[config.mk]
export PLATFORM = sky130hd
export DESIGN_NAME = prescaled_timer_with_reload
export DESIGN_NICKNAME = d
export VERILOG_FILES = /design/src/hdl/ptr_pkg.sv /design/src/hdl/ptr_ctrl.sv /design/src/hdl/ptr_dp.sv /design/src/hdl/prescaled_timer_with_reload.sv
export SDC_FILE = /design/constraint.sdc
export NUM_CORES = 1
export LEC_CHECK = 0
export CAP_MARGIN = 20
export CORE_AREA = 10 10 139 141
export DETAILED_ROUTE_END_ITERATION = 7
export DIE_AREA = 0 0 149 151
export DONT_BUFFER_PORTS = 1
export GPL_TIMING_DRIVEN = 0
export PLACE_DENSITY_LB_ADDON = 0.08
export SYNTH_ARGS = -nofsm -noshare
export SYNTH_HDL_FRONTEND = slang
export SYNTH_SLANG_ARGS = --single-unit
[constraint.sdc]
create_clock -name clk -period 2.51 [get_ports clk]
set_input_delay 0.1255 -clock clk [delete_from_list [all_inputs] [get_ports clk]]
set_output_delay 0.1255 -clock clk [all_outputs]
set_load 0.05 [all_outputs]
[src/hdl/ptr_pkg.sv]
// shared types, constants and helpers for the prescaled timer
package ptr_pkg;

	localparam logic [15:0] BASE_ADDRESS = 16'd65284;
	localparam int TICK_BITS = 8;
	localparam logic [7:0] TICK_MASK = 8'((1 << TICK_BITS) - 1);

	localparam int IN_DATA_W = 32;
	localparam int IN_USER_W = 2;
	localparam int OUT_DATA_W = 16;

	// wide enough for prescaler plus one tick
	localparam int PRE_W = 11;

	typedef enum logic [1:0] {
		OP_TICK  = 2'd0,
		OP_READ  = 2'd1,
		OP_WRITE = 2'd2,
		OP_NONE  = 2'd3
	} opcode_t;

	typedef enum logic [1:0] {
		STAT_OK       = 2'd0,
		STAT_BAD_ADDR = 2'd1,
		STAT_BAD_CTRL = 2'd2
	} status_t;

	typedef enum logic [1:0] {
		REG_DIV  = 2'd0,
		REG_CNT  = 2'd1,
		REG_MOD  = 2'd2,
		REG_CTRL = 2'd3
	} reg_sel_t;

	localparam logic [7:0] CTRL_MAX = 8'd7;
	localparam int CTRL_EN_BIT = 2;

	typedef enum logic [1:0] {
		S_IDLE,
		S_EXEC,
		S_STEP
	} state_t;

	typedef struct packed {
		logic load_in;
		logic exec;
		logic step;
		logic finish;
	} cmd_t;

	typedef struct packed {
		logic step_needed;
		logic out_free;
	} stat_t;

	function automatic logic [PRE_W-1:0] period_of(input logic [1:0] sel);
		logic [PRE_W-1:0] p;
		case (sel)
			2'd0: p = PRE_W'(1024);
			2'd1: p = PRE_W'(16);
			2'd2: p = PRE_W'(64);
			2'd3: p = PRE_W'(256);
			default: p = PRE_W'(1024);
		endcase
		return p;
	endfunction

endpackage

[src/hdl/ptr_ctrl.sv]
// sequencer: accept, execute, step the counter, hand off the result
module ptr_ctrl (
	input  logic          clk,
	input  logic          arst_n,
	input  logic          s_tvalid,
	output logic          s_tready,
	input  ptr_pkg::stat_t stat,
	output ptr_pkg::cmd_t  cmd
);
	import ptr_pkg::*;

	state_t state_q, state_d;

	always_ff @(posedge clk or negedge arst_n) begin
		if (!arst_n) begin
			state_q <= S_IDLE;
		end else begin
			state_q <= state_d;
		end
	end

	always_comb begin
		state_d = state_q;
		case (state_q)
			S_IDLE: begin
				if (s_tvalid) state_d = S_EXEC;
			end
			S_EXEC: begin
				state_d = S_STEP;
			end
			S_STEP: begin
				if (!stat.step_needed && stat.out_free) state_d = S_IDLE;
			end
			default: begin
				state_d = S_IDLE;
			end
		endcase
	end

	always_comb begin
		s_tready = 1'b0;
		cmd = '0;
		case (state_q)
			S_IDLE: begin
				s_tready = 1'b1;
				cmd.load_in = s_tvalid;
			end
			S_EXEC: begin
				cmd.exec = 1'b1;
			end
			S_STEP: begin
				cmd.step = stat.step_needed;
				cmd.finish = !stat.step_needed && stat.out_free;
			end
			default: begin
				s_tready = 1'b0;
			end
		endcase
	end

	// one command at a time
	a_cmd_onehot: assert property (@(posedge clk) disable iff (!arst_n)
		$onehot0({cmd.load_in, cmd.exec, cmd.step, cmd.finish}))
		else $error("more than one command issued");
	a_exec_after_load: assert property (@(posedge clk) disable iff (!arst_n)
		cmd.load_in |=> cmd.exec)
		else $error("execute did not follow a load");
	a_no_accept_busy: assert property (@(posedge clk) disable iff (!arst_n)
		(cmd.exec || cmd.step) |-> !s_tready)
		else $error("input ready while busy");

endmodule

[src/hdl/ptr_dp.sv]
// timer registers, prescalers, register file access and result register
module ptr_dp (
	input  logic                             clk,
	input  logic                             arst_n,
	input  logic [ptr_pkg::IN_DATA_W-1:0]    s_tdata,
	input  logic [ptr_pkg::IN_USER_W-1:0]    s_tuser,
	output logic                             m_tvalid,
	input  logic                             m_tready,
	output logic [ptr_pkg::OUT_DATA_W-1:0]   m_tdata,
	input  ptr_pkg::cmd_t                    cmd,
	output ptr_pkg::stat_t                   stat
);
	import ptr_pkg::*;

	// captured beat
	opcode_t     opc_q;
	logic [7:0]  ticks_q;
	logic [15:0] addr_q;
	logic [7:0]  wdata_q;

	// timer state
	logic [7:0]       div_q;
	logic [7:0]       div_pre_q;
	logic [7:0]       cnt_q;
	logic [7:0]       mod_q;
	logic [7:0]       ctrl_q;
	logic [9:0]       cnt_pre_q;

	// working values for one beat
	logic [PRE_W-1:0] acc_q;
	logic             run_q;
	logic             irq_q;
	logic [7:0]       rv_q;
	status_t          status_q;

	// result register
	logic             out_valid_q;
	logic [7:0]       out_rv_q;
	logic             out_irq_q;
	status_t          out_status_q;

	logic [PRE_W-1:0] period;
	logic [16:0]      off_full;
	logic             in_range;
	reg_sel_t         sel;
	logic [8:0]       div_sum;
	logic [7:0]       cnt_inc;

	assign period   = period_of(ctrl_q[1:0]);
	assign off_full = {1'b0, addr_q} - {1'b0, BASE_ADDRESS};
	assign in_range = !off_full[16] && (off_full[15:2] == 14'd0);
	assign sel      = reg_sel_t'(off_full[1:0]);
	assign div_sum  = {1'b0, div_pre_q} + {1'b0, ticks_q};
	assign cnt_inc  = cnt_q + 8'd1;

	assign stat.step_needed = run_q && (acc_q >= period);
	assign stat.out_free    = !out_valid_q || m_tready;

	always_ff @(posedge clk) begin
		if (cmd.load_in) begin
			opc_q   <= opcode_t'(s_tuser[1:0]);
			ticks_q <= s_tdata[7:0] & TICK_MASK;
			addr_q  <= s_tdata[23:8];
			wdata_q <= s_tdata[31:24];
		end
	end

	always_ff @(posedge clk or negedge arst_n) begin
		if (!arst_n) begin
			div_q     <= '0;
			div_pre_q <= '0;
			cnt_q     <= '0;
			mod_q     <= '0;
			ctrl_q    <= '0;
			cnt_pre_q <= '0;
			acc_q     <= '0;
			run_q     <= 1'b0;
			irq_q     <= 1'b0;
			rv_q      <= '0;
			status_q  <= STAT_OK;
		end else if (cmd.exec) begin
			irq_q    <= 1'b0;
			rv_q     <= '0;
			status_q <= STAT_OK;
			run_q    <= 1'b0;
			case (opc_q)
				OP_TICK: begin
					div_pre_q <= div_sum[7:0];
					if (div_sum[8]) div_q <= div_q + 8'd1;
					if (ctrl_q[CTRL_EN_BIT]) begin
						run_q <= 1'b1;
						acc_q <= {1'b0, cnt_pre_q} + {3'b000, ticks_q};
					end
				end
				OP_READ: begin
					if (!in_range) begin
						status_q <= STAT_BAD_ADDR;
					end else begin
						case (sel)
							REG_DIV:  rv_q <= div_q;
							REG_CNT:  rv_q <= cnt_q;
							REG_MOD:  rv_q <= mod_q;
							REG_CTRL: rv_q <= ctrl_q;
							default:  rv_q <= '0;
						endcase
					end
				end
				OP_WRITE: begin
					if (!in_range) begin
						status_q <= STAT_BAD_ADDR;
					end else begin
						case (sel)
							REG_DIV: begin
								div_q     <= '0;
								div_pre_q <= '0;
								cnt_pre_q <= '0;
							end
							REG_CNT:  cnt_q <= wdata_q;
							REG_MOD:  mod_q <= wdata_q;
							REG_CTRL: begin
								ctrl_q    <= wdata_q;
								cnt_pre_q <= '0;
								if (wdata_q > CTRL_MAX) status_q <= STAT_BAD_CTRL;
							end
							default: begin
								cnt_q <= cnt_q;
							end
						endcase
					end
				end
				default: begin
					run_q <= 1'b0;
				end
			endcase
		end else if (cmd.step) begin
			// one period per cycle, reload on wrap
			acc_q <= acc_q - period;
			if (cnt_inc == 8'd0) begin
				cnt_q <= mod_q;
				irq_q <= 1'b1;
			end else begin
				cnt_q <= cnt_inc;
			end
		end else if (cmd.finish) begin
			if (run_q) cnt_pre_q <= acc_q[9:0];
			run_q <= 1'b0;
		end
	end

	always_ff @(posedge clk or negedge arst_n) begin
		if (!arst_n) begin
			out_valid_q <= 1'b0;
		end else if (cmd.finish) begin
			out_valid_q <= 1'b1;
		end else if (m_tready) begin
			out_valid_q <= 1'b0;
		end
	end

	always_ff @(posedge clk) begin
		if (cmd.finish) begin
			out_rv_q     <= rv_q;
			out_irq_q    <= irq_q;
			out_status_q <= status_q;
		end
	end

	assign m_tvalid = out_valid_q;
	assign m_tdata  = {5'd0, out_status_q, out_irq_q, out_rv_q};

	a_pre_below_period: assert property (@(posedge clk) disable iff (!arst_n)
		{1'b0, cnt_pre_q} < period)
		else $error("counter prescaler reached its period");
	a_step_shrinks: assert property (@(posedge clk) disable iff (!arst_n)
		cmd.step |=> acc_q < $past(acc_q))
		else $error("prescaler accumulator did not shrink on a step");
	a_irq_only_tick: assert property (@(posedge clk) disable iff (!arst_n)
		(cmd.finish && opc_q != OP_TICK) |-> !irq_q)
		else $error("interrupt raised outside a tick");
	a_finish_valid: assert property (@(posedge clk) disable iff (!arst_n)
		cmd.finish |=> m_tvalid)
		else $error("result not presented after finish");

endmodule

[src/hdl/prescaled_timer_with_reload.sv]
// prescaled timer with reload: top level joining sequencer and datapath
// one beat at a time: it is loaded, executed, stepped n times (n = counter steps, 0..16)
// and handed off when the output is free; the counter steps one period per cycle
// a waiting result sits in an output register while the next beat is taken
// reset (arst_n low, asynchronous): all timer registers and prescalers clear to zero
module prescaled_timer_with_reload (
	input  logic                           clk,
	input  logic                           arst_n,
	input  logic                           s_tvalid,
	output logic                           s_tready,
	// tick_count[7:0], bus_address[23:8], write_value[31:24]
	input  logic [ptr_pkg::IN_DATA_W-1:0]  s_tdata,
	// opcode[1:0]
	input  logic [ptr_pkg::IN_USER_W-1:0]  s_tuser,
	output logic                           m_tvalid,
	input  logic                           m_tready,
	// read_value[7:0], irq_request[8], status[10:9], zero[15:11]
	output logic [ptr_pkg::OUT_DATA_W-1:0] m_tdata
);
	import ptr_pkg::*;

	cmd_t  cmd;
	stat_t stat;

	ptr_ctrl u_ctrl (
		.clk      (clk),
		.arst_n   (arst_n),
		.s_tvalid (s_tvalid),
		.s_tready (s_tready),
		.stat     (stat),
		.cmd      (cmd)
	);

	ptr_dp u_dp (
		.clk      (clk),
		.arst_n   (arst_n),
		.s_tdata  (s_tdata),
		.s_tuser  (s_tuser),
		.m_tvalid (m_tvalid),
		.m_tready (m_tready),
		.m_tdata  (m_tdata),
		.cmd      (cmd),
		.stat     (stat)
	);

endmodule

==> results of run 1 <==
[through the flow]
step	power, mW	util	hold WS, ps	std cells
2_1_floorplan	3.32	-	-170	549
3_3_place_gp	3.58	0.391	-164	769
3_5_place_dp	3.60	0.391	-164	769
4_1_cts	6.25	0.460	87.0	846
5_1_grt	6.53	0.471	112	853
6_report	6.21	0.471	108	853
[cells in the final DEF, fill, tap and decap left out, types with 7 or more instances in the layout]
master,count
nand3_1,14
nor3_1,8
dlygate4sd3_1,36
a22oi_1,10
a222oi_1,8
a22o_1,8
nor2b_1,11
o21ai_0,22
edfxtp_1,45
a31oi_1,7
clkbuf_1,15
buf_4,16
a21oi_1,30
mux2_1,7
ha_1,26
inv_1,13
dfrtp_1,75
nand2_1,42
nor2_1,32
clkbuf_16,20
xnor2_1,11
and2_1,7
mux2_2,15
[final timing paths]
| check | startpoint | end | slack [ps] | depth (start not counted) |
|---|---|---|---|---|
| setup reg to reg | u_dp.ctrl_q[0]$_DFFE_PN0P_ | u_dp.out_status_q[1]$_DFFE_PP_ | 6 | 9 |
| setup / recovery | u_dp.ctrl_q[0]$_DFFE_PN0P_ | u_dp.out_status_q[1]$_DFFE_PP_ | 6 | 9 |
| hold reg to reg | u_dp.irq_q$_DFFE_PN0P_ | u_dp.out_irq_q$_DFFE_PP_ | 450 | 0 |
| min in group asynchronous | arst_n | u_dp.acc_q[5]$_DFFE_PN0P_ | 290 | 2 |
| hold / removal | m_tready | u_ctrl.state_q[1]$_DFFE_PN0P_ | 110 | 3 |
| max in group asynchronous | arst_n | u_dp.ctrl_q[1]$_DFFE_PN0P_ | 1880 | 2 |
[critical path, stage by stage, from the launching register on]
cell      delay, ps
dfrtp_1         420
nand2b_4        170
ha_4            160
or4_4           490
a21oi_4         150
o31ai_4         130
and2_4          200
nor3b_4         230
buf_6           140
buf_12          130
[final cells by class]
cell class	instances	area [µm²]	area share
flip-flops and latches	121	3250	0.419
clock inverters	11	110	0.0142
clock buffers	21	493	0.0635
plain buffers	28	156	0.0202
multi-input cells	387	2870	0.370
inverters	13	48.8	0.00629
repair buffers	52	549	0.0708
well taps	220	275	0.0355
[metal layers]
| layer | track usage | routed length (µm) | up-vias |
|---|---|---|---|
| met5 | 0 | 0 | - |
| met4 | 0.0500 | 181 | 0 |
| li1 | - | - | 2201 |
| met3 | 0.0394 | 704 | 14 |
| met2 | 0.231 | 7550 | 91 |
| met1 | 0.185 | 7400 | 2251 |
[power groups by stage]
stage               clock network [mW]  logic (mW)  registers, mW
finish                            2.47        1.18           2.57
global route                      2.61        1.32           2.59
CTS                               2.51        1.17           2.57
detailed placement                   0       0.996           2.61
global placement                     0       0.975           2.60
floorplan                            0       0.775           2.55
[kinds of logic (layout without fill, tap and decap cells)]
logic type / count (synthesis) / after routing
buffers and inverters: 41 / 125
other: 1 / 5
DFF: 121 / 121
xor gates and xnor gates: 13 / 13
adders and majority gates: 32 / 32
and+or+nand+nor: 167 / 167
AOI/OAI and AO/OA: 146 / 146
muxes: 24 / 24
[timing repair]
action,in CTS,in global routing
gates resized for setup,18,25
hold buffers,37,0
endpoints found under the setup margin,77,36
endpoints found under the hold margin,111,0
setup buffers,7,6
pin swaps,3,13
cloned,1,1
==> results.md, run 1 <==
* Outcome: finished, final reports clean
* Vias at 4,557
* Synthesized area at roughly 6100 µm²
* Vias in the first global route at around 4,500
* Share of the clock period used by the worst path after layout at 0.998
* Dpl ws at -466 ps
* Leak at 3.25 nW
* Cell area power density at between 800 and 900 nW/µm²
* First DRT Iteration DRCs at approximately 260
* Detailed-placement wirelength estimate at around 11 mm
* Port Buf Inserts at 0
* Via density per instance at 5.34
* Synth Register Bits at approximately 120
* Largest cells by area after synthesis: dfrtp_1 (31%), edfxtp_1 (22%), ha_1 (6.1%)
* Synth area leader: dfrtp_1
* Worst skew pair latency at between 400 and 500 ps
* Synth top area share at 0.309
* Async SR Flop Fraction at 0.628
* Depth of the CTS H-tree at 4
* Rows at 47
* DP Area at between 6000 and 7000 µm²
* Post-Synth XOR/XNOR Area at 0.0185
* Largest register FFs at 16
* DRT Pass-1 Iters at 4
* Simple-Gate Fraction of Synth Area at 0.147
* Psw at 1.90 mW
* Clock Sinks at between 100 and 150
* Largest net degree at the start of global routing at between 70 and 80
* First-pass GRT wire length at around 25 mm
* Detail Route Antenna Nets at 0
* Comb power frac at 0.190
* I/O pin cnt at between 50 and 60
* Critical path type: reg2reg
* N_diodes at 0
* Prevailing post-synth register cell: dfrtp_1
* Sequential power share at 0.413
* Avg Synthesized Cell Area at between 10 and 15 µm²
* Setup slack after layout at 6.20 ps
* Worst VDD drop at 595 µV
* CP Data Required Time at 2650 ps
* YS warnings at 0
* Synth Area in Adders at 0.0676
* Post-synthesis mux area share at 0.0436
* Number of flops mapped to enable cells by yosys at 45
* GRT overflow at 0
* Fin nets at 690
* Clock share of power at 0.397
* Slew HR at 0.300
* Number of buffers created by CTS at 17
* Max-cap violations at 0
* Die W at around 150 µm
* Setup-failing EPs final at 0
* Seq/Total Area, Yosys at 0.529
* Layout cell share with drive strength beyond 1 at 0.179
* Internal power at approximately 4.3 mW
* Number of remaining DRC errors at 0
* Hold Crit Class: in2reg
* Synth unique cells at 74
* WL/cell at between 15 and 20 µm
* Fmax achieved at between 300 and 400 MHz
* Switching share of power at 0.306
* Worst-margin pin slew at about 1000 ps
* GP Congestion at between 0.8 and 0.9
* Final Cell Area at 7760 µm²
* CTS tree: yes
* Total track usage at 0.144
* Largest family of logic cells by synthesized area: compound AO/OA/AOI/OAI gates
* Root Driver: clkbuf_16
* Setup tns final at 0 ps
* Initial antenna violation count at 0
* RSZ-0062 raised after global routing: yes
* Area growth from synthesis to layout at 26.3%
* Top cells by count, synth: dfrtp_1 (76), edfxtp_1 (45), nand2_1 (43)
* Reg clk slew, reported paths at 60 ps
* Crit path max fanout at 10
* Final hold vios at 0
* Clk buf depth at 2
* CP Capture Type: register
* Initial Util at 0.373
* Biggest regs: u_dp.addr_q: 16 flops, u_dp.acc_q: 11 flops, u_dp.cnt_pre_q: 10 flops
* Crit path time final at between 2000 and 3000 ps
* Die ar. at roughly 22,000 µm²
* CP Launch Type: register
* Routed WL at between 15 and 20 mm
* Core box area at between 15,000 and 20,000 µm²
* DIE HEIGHT at roughly 150 µm
* Most numerous cell in the Yosys netlist: dfrtp_1
* Syn Inst Count at about 550
* Synth Area in Compound Gates at 0.163
* Fin Clk Skew at 9.85 ps
* Largest register by flop count: u_dp.addr_q
* CP arrival at roughly 2600 ps
* Fin. max-slew vios at 0
* Fillers at around 1,600
Power figures use the tool's default switching activity.
==> inputs of run 2 (changes only) <==
- CELL_PAD_IN_SITES_DETAIL_PLACEMENT: not set -> 1
- CELL_PAD_IN_SITES_GLOBAL_PLACEMENT: not set -> 1
- TNS_END_PERCENT: not set -> 30
==> results.md, run 2 (same netlist as run 1, synthesis figures left out) <==
* Psw at 2.03 mW
* Rows at between 40 and 50
* Vias in the first global route at around 5,000
* Die W at between 100 and 150 µm
* Largest net degree at the start of global routing at 77
* Routed WL at about 18 mm
* Leak at 3.31 nW
* Setup-failing EPs final at 11
* I/O pin cnt at 56
* Outcome: finished with violations
* Vias at around 4,700
* Detail Route Antenna Nets at 0
* Final Cell Area at a little under 8000 µm²
* Crit path max fanout at 5
* CP arrival at around 2700 ps
* Setup tns final at -548 ps
* Worst R2R Start: u_dp.ctrl_q[0]$_DFFE_PN0P_
* DP Area at 6440 µm²
* Number of buffers created by CTS at 17
* Placed cells at slightly below 800
* Port Buf Inserts at 0
* Depth of the CTS H-tree at 4
* Worst-margin pin slew at around 1000 ps
* DRT Pass-1 Iters at 5
* Sequential power share at 0.407
* Switching share of power at 0.321
* GP Congestion at ~0.8
* Number of remaining DRC errors at 0
* Fmax achieved at 389 MHz
* CP Capture Type: register
* Largest register by flop count: u_dp.addr_q
* Launch point of the worst path: u_dp.ctrl_q[0]$_DFFE_PN0P_
* Crit path time final at 2570 ps
* Initial Util at 0.373
* Internal power at 4.29 mW
* CP Launch Type: register
* Core box area at ~16,000 µm²
* Initial antenna violation count at 0
* Comb power frac at 0.198
* Setup slack after layout at -63.3 ps
* Share of the clock period used by the worst path after layout at 1.03
* Reg clk slew, reported paths at 60 ps
* WL/cell at around 20 µm
* Clock Sinks at 121
* Cell area power density at 799 nW/µm²
* Biggest regs: u_dp.addr_q: 16 flops, u_dp.acc_q: 11 flops, u_dp.cnt_pre_q: 10 flops
* Commonest non-fill, non-tap cell in the layout: dfrtp_1
* Worst skew pair latency at about 430 ps
* First-pass GRT wire length at ~28 mm
* Reg2reg path depth at 9
* Max-cap violations at 0
* Fin cells at around 860
* Hold Crit Class: in2reg
* CTS tree: yes
* DIE HEIGHT at 151 µm
* Critical path type: reg2reg
* Violated checks: setup timing
* Worst Setup EP: u_dp.out_rv_q[1]$_DFFE_PP_
* Clk buf depth at 2
* Clock share of power at 0.395
* Finished Core Util at 0.480
* Die ar. at ~22,000 µm²
* CP Data Required Time at 2650 ps
* N_diodes at 0
* First DRT Iteration DRCs at around 340
* Fin. max-slew vios at 0
* Root Driver: clkbuf_16
* Final hold vios at 0
* Fin nets at slightly below 700
* Most frequent cells in the layout: dfrtp_1 (74), edfxtp_1 (45), nand2_1 (43)
* Detailed-placement wirelength estimate at roughly 12 mm
* Largest register FFs at 16
* Area growth from synthesis to layout at 28.6%
* GRT overflow at 0
* FF-to-FF End: u_dp.out_rv_q[1]$_DFFE_PP_
* RSZ-0062 raised after global routing: yes
* Fin Clk Skew at 12.1 ps
* Layout cell share with drive strength beyond 1 at 0.196
* Worst VDD drop at 541 µV
* Reg2Reg Setup Slack at -60 ps
* Slew HR at 0.310
* Via density per instance at ~5.4
* Total track usage at 0.161
-- run 2: changes by cell type in the layout (fill, tap and decap cells not counted), moves of 3 or more --
cell / before / now
inv_8: 0 / 4
a21oi_2: 1 / 4
buf_6: 3 / 7
a21oi_1: 30 / 27
o21ai_1: 6 / 10
buf_12: 1 / 6
o21ai_2: 6 / 3
-- run 2: power groups by stage --
stage                     logic [mW]  clock network, mW  registers (mW)
final                           1.25               2.50            2.57
after floorplan                0.775                  0            2.55
after detailed placement        1.01                  0            2.61
after global routing            1.39               2.64            2.60
after global placement         0.987                  0            2.60
after CTS                       1.26               2.55            2.57
-- run 2: repair_timing --
| action | CTS | global route |
|---|---|---|
| cloned | 2 | 1 |
| endpoints found under the setup margin | 79 | 39 |
| hold buffers | 37 | 0 |
| pin swaps | 7 | 13 |
| resized for setup | 33 | 24 |
| buffers inserted | 18 | 5 |
| endpoints found under the hold margin | 111 | 0 |
-- run 2: final cells by class --
| type | count | area (µm²) |
|---|---|---|
| Timing Repair Buffer | 59 | 688 |
| Clock buffer | 18 | 450 |
| Tap cell | 220 | 275 |
| Fill cell | 1746 | 8560 |
| Clock inverter | 14 | 153 |
| Multi-Input combinational cell | 387 | 2890 |
| Buffer | 27 | 140 |
| Inverter | 13 | 48.8 |
| Sequential cell | 121 | 3260 |
-- run 2: metal layers --
metal | GRT usage | up-vias | routed length, µm
met4 | 0.0427 | 0 | 162
met1 | 0.211 | 2346 | 8230
met2 | 0.257 | 89 | 8390
met3 | 0.0474 | 11 | 866
li1 | - | 2204 | -
met5 | 0 | - | 0
-- run 2: worst min path at each step --
stage	start	to	slack, ps	cells past startpoint
3_5_place_dp	arst_n	u_dp.acc_q[4]$_DFFE_PN0P_	-170	0
6_report	m_tready	u_dp.m_tvalid$_DFFE_PN0P_	140	2
4_1_cts	m_tready	u_dp.m_tvalid$_DFFE_PN0P_	130	2
3_3_place_gp	arst_n	u_dp.acc_q[2]$_DFFE_PN0P_	-170	0
5_1_grt	m_tready	u_dp.m_tvalid$_DFFE_PN0P_	140	2
2_1_floorplan	arst_n	u_ctrl.state_q[0]$_DFFE_PN0P_	-170	0
-- run 2: through the flow --
stage	total power, mW	setup WS [ps]	hold WS, ps
3_3_place_gp	3.59	-590	-166
6_report	6.31	-63.3	137
2_1_floorplan	3.32	28.0	-170
3_5_place_dp	3.62	-566	-166
4_1_cts	6.38	-126	126
5_1_grt	6.63	-121	139
-- run 2: worst max-delay path, stage by stage (launching register included) --
cell      delay (ps)
dfrtp_2          440
nand2b_4         160
ha_4             160
or4_4            520
a21oi_4          150
o31ai_4          120
and2_4           190
nor3b_4          230
buf_6            170
buf_12           130
==> inputs of run 3 (changes only) <==
- SETUP_SLACK_MARGIN: not set -> 0.02
- SLEW_MARGIN: not set -> 20
==> results.md, run 3 (same netlist as run 1, synthesis figures left out) <==
* Outcome: finished with violations
* Violated checks: setup timing
* Die ar. at about 22,000 µm²
* Fin nets at around 700
* Switching share of power at 0.306
* Setup slack after layout at -40.1 ps
* Worst skew pair latency at ~420 ps
* Number of buffers created by CTS at 17
* Fin Clk Skew at 10.2 ps
* Setup-failing EPs final at 12
* RSZ-0062 raised after global routing: yes
* Detailed-placement wirelength estimate at roughly 12 mm
* Most frequent cells in the layout: dfrtp_1 (74), edfxtp_1 (45), nand2_1 (42)
* CP Launch Type: register
* Fin. max-slew vios at 0
* Worst VDD drop at ~460 µV
* Share of the clock period used by the worst path after layout at 1.02
* DRT Pass-1 Iters at 7
* Hold Crit Class: in2reg
* Worst-margin pin slew at approximately 1000 ps
* Area growth from synthesis to layout at 28.1%
* N_diodes at 0
* Layout cell share with drive strength beyond 1 at 0.194
* Internal power at 4.28 mW
* Vias in the first global route at 4,962
* Largest net degree at the start of global routing at between 70 and 80
* Routed WL at between 15 and 20 mm
* Port Buf Inserts at 0
* Depth of the CTS H-tree at 4
* Core box area at 16,500 µm²
* Placed cells at between 700 and 800
* Commonest non-fill, non-tap cell in the layout: dfrtp_1
* CP Data Required Time at approximately 2600 ps
* WL/cell at slightly above 20 µm
* Pwr Total at slightly above 6 mW
* Largest register FFs at 16
* Comb power frac at 0.206
* Leak at about 3.3 nW
* Slew HR at 0.331
* First DRT Iteration DRCs at 287
* Clock Sinks at 121
* Fin cells at ~860
* Crit path time final at roughly 2600 ps
* Final hold vios at 0
* Psw at 1.89 mW
* Crit path max fanout at 5
* Cell area power density at 784 nW/µm²
* CTS tree: yes
* Number of remaining DRC errors at 0
* Detail Route Antenna Nets at 0
* Sequential power share at 0.416
* Fmax achieved at approximately 400 MHz
* Vias at ~4,700
* Max-cap violations at 0
* Rows at 47
* Die W at between 100 and 150 µm
* Biggest regs: u_dp.addr_q: 16 flops, u_dp.acc_q: 11 flops, u_dp.cnt_pre_q: 10 flops
* Critical path type: reg2reg
* CP Capture Type: register
* CP arrival at between 2000 and 3000 ps
* Via density per instance at between 5 and 6
* DIE HEIGHT at 151 µm
* GRT overflow at 0
* Root Driver: clkbuf_16
* Reg clk slew, reported paths at roughly 60 ps
* Clk buf depth at 2
* Total track usage at 0.160
* I/O pin cnt at between 50 and 60
* First-pass GRT wire length at 27.8 mm
* Initial antenna violation count at 0
* Clock share of power at 0.379
* GP Congestion at around 0.80
* Initial Util at 0.373
* Largest register by flop count: u_dp.addr_q
-- run 3: changes by cell type in the layout (fill, tap and decap cells not counted), sizes merged --
cell	previous run	this run
inv	21	14
clkinv	4	7
clkinvlp	1	4
bufinv	1	2
-- run 3: worst paths after layout --
| path | depth (start not counted) | slack [ps] | startpoint | end |
|---|---|---|---|---|
| max | 9 | -40 | u_dp.ctrl_q[0]$_DFFE_PN0P_ | u_dp.out_rv_q[1]$_DFFE_PP_ |
| min | 2 | 140 | m_tready | u_dp.m_tvalid$_DFFE_PN0P_ |
| max reg2reg | 9 | -40 | u_dp.ctrl_q[0]$_DFFE_PN0P_ | u_dp.out_rv_q[1]$_DFFE_PP_ |
| min reg2reg | 0 | 440 | u_dp.irq_q$_DFFE_PN0P_ | u_dp.out_irq_q$_DFFE_PP_ |
| max in group asynchronous | 2 | 1890 | arst_n | u_dp.ctrl_q[6]$_DFFE_PN0P_ |
| min in group asynchronous | 2 | 290 | arst_n | u_dp.acc_q[5]$_DFFE_PN0P_ |
-- run 3: power groups by stage --
stage                     Combinational [mW]  Clock [mW]  Sequential (mW)
after global placement                 0.987           0             2.60
after detailed placement                1.04           0             2.61
final                                   1.27        2.34             2.57
after floorplan                        0.775           0             2.55
after CTS                               1.27        2.37             2.57
after global routing                    1.41        2.47             2.60
-- run 3: final cells by class --
class                   instances  area, µm²
fillers                      1735       8590
inverters                      13       48.8
well taps                     220        275
clock buffers                  18        429
flip-flops and latches        121       3260
clock inverters                14        131
multi-input cells             387       2920
plain buffers                  27        140
repair buffers                 59        667
-- run 3: worst max-delay path, stage by stage, from the launching register on --
cell and delay [ps]:
dfrtp_2 440, nand2b_4 160, ha_4 160, or4_4 490
a21oi_4 150, o31ai_4 110, and2_4 190, nor3b_4 260
buf_6 170, buf_12 120
-- run 3: repair_timing --
action	CTS	global route
gates resized for setup	32	30
hold buffers	37	0
endpoints found under the setup margin	45	43
hold endpoints to repair	111	0
pin swaps	10	20
buffers inserted	18	1
gates cloned	2	1
-- run 3: metal layers --
metal  share of wire  GRT usage
met1            0.46      0.206
met3           0.047     0.0439
met2            0.48      0.255
met5               0          0
met4           0.013     0.0505
-- run 3: per-stage QoR --
step	utilization	instance area, µm²	worst slack, ps	hold slack (ps)	setup TNS, ps
2_1_floorplan	-	6160	28.0	-170	0
3_3_place_gp	0.391	6440	-590	-166	-31210
3_5_place_dp	0.393	6470	-565	-166	-12630
4_1_cts	0.471	7760	-94.3	117	-575
5_1_grt	0.478	7870	-122	135	-1590
6_report	0.478	7870	-40.1	135	-397
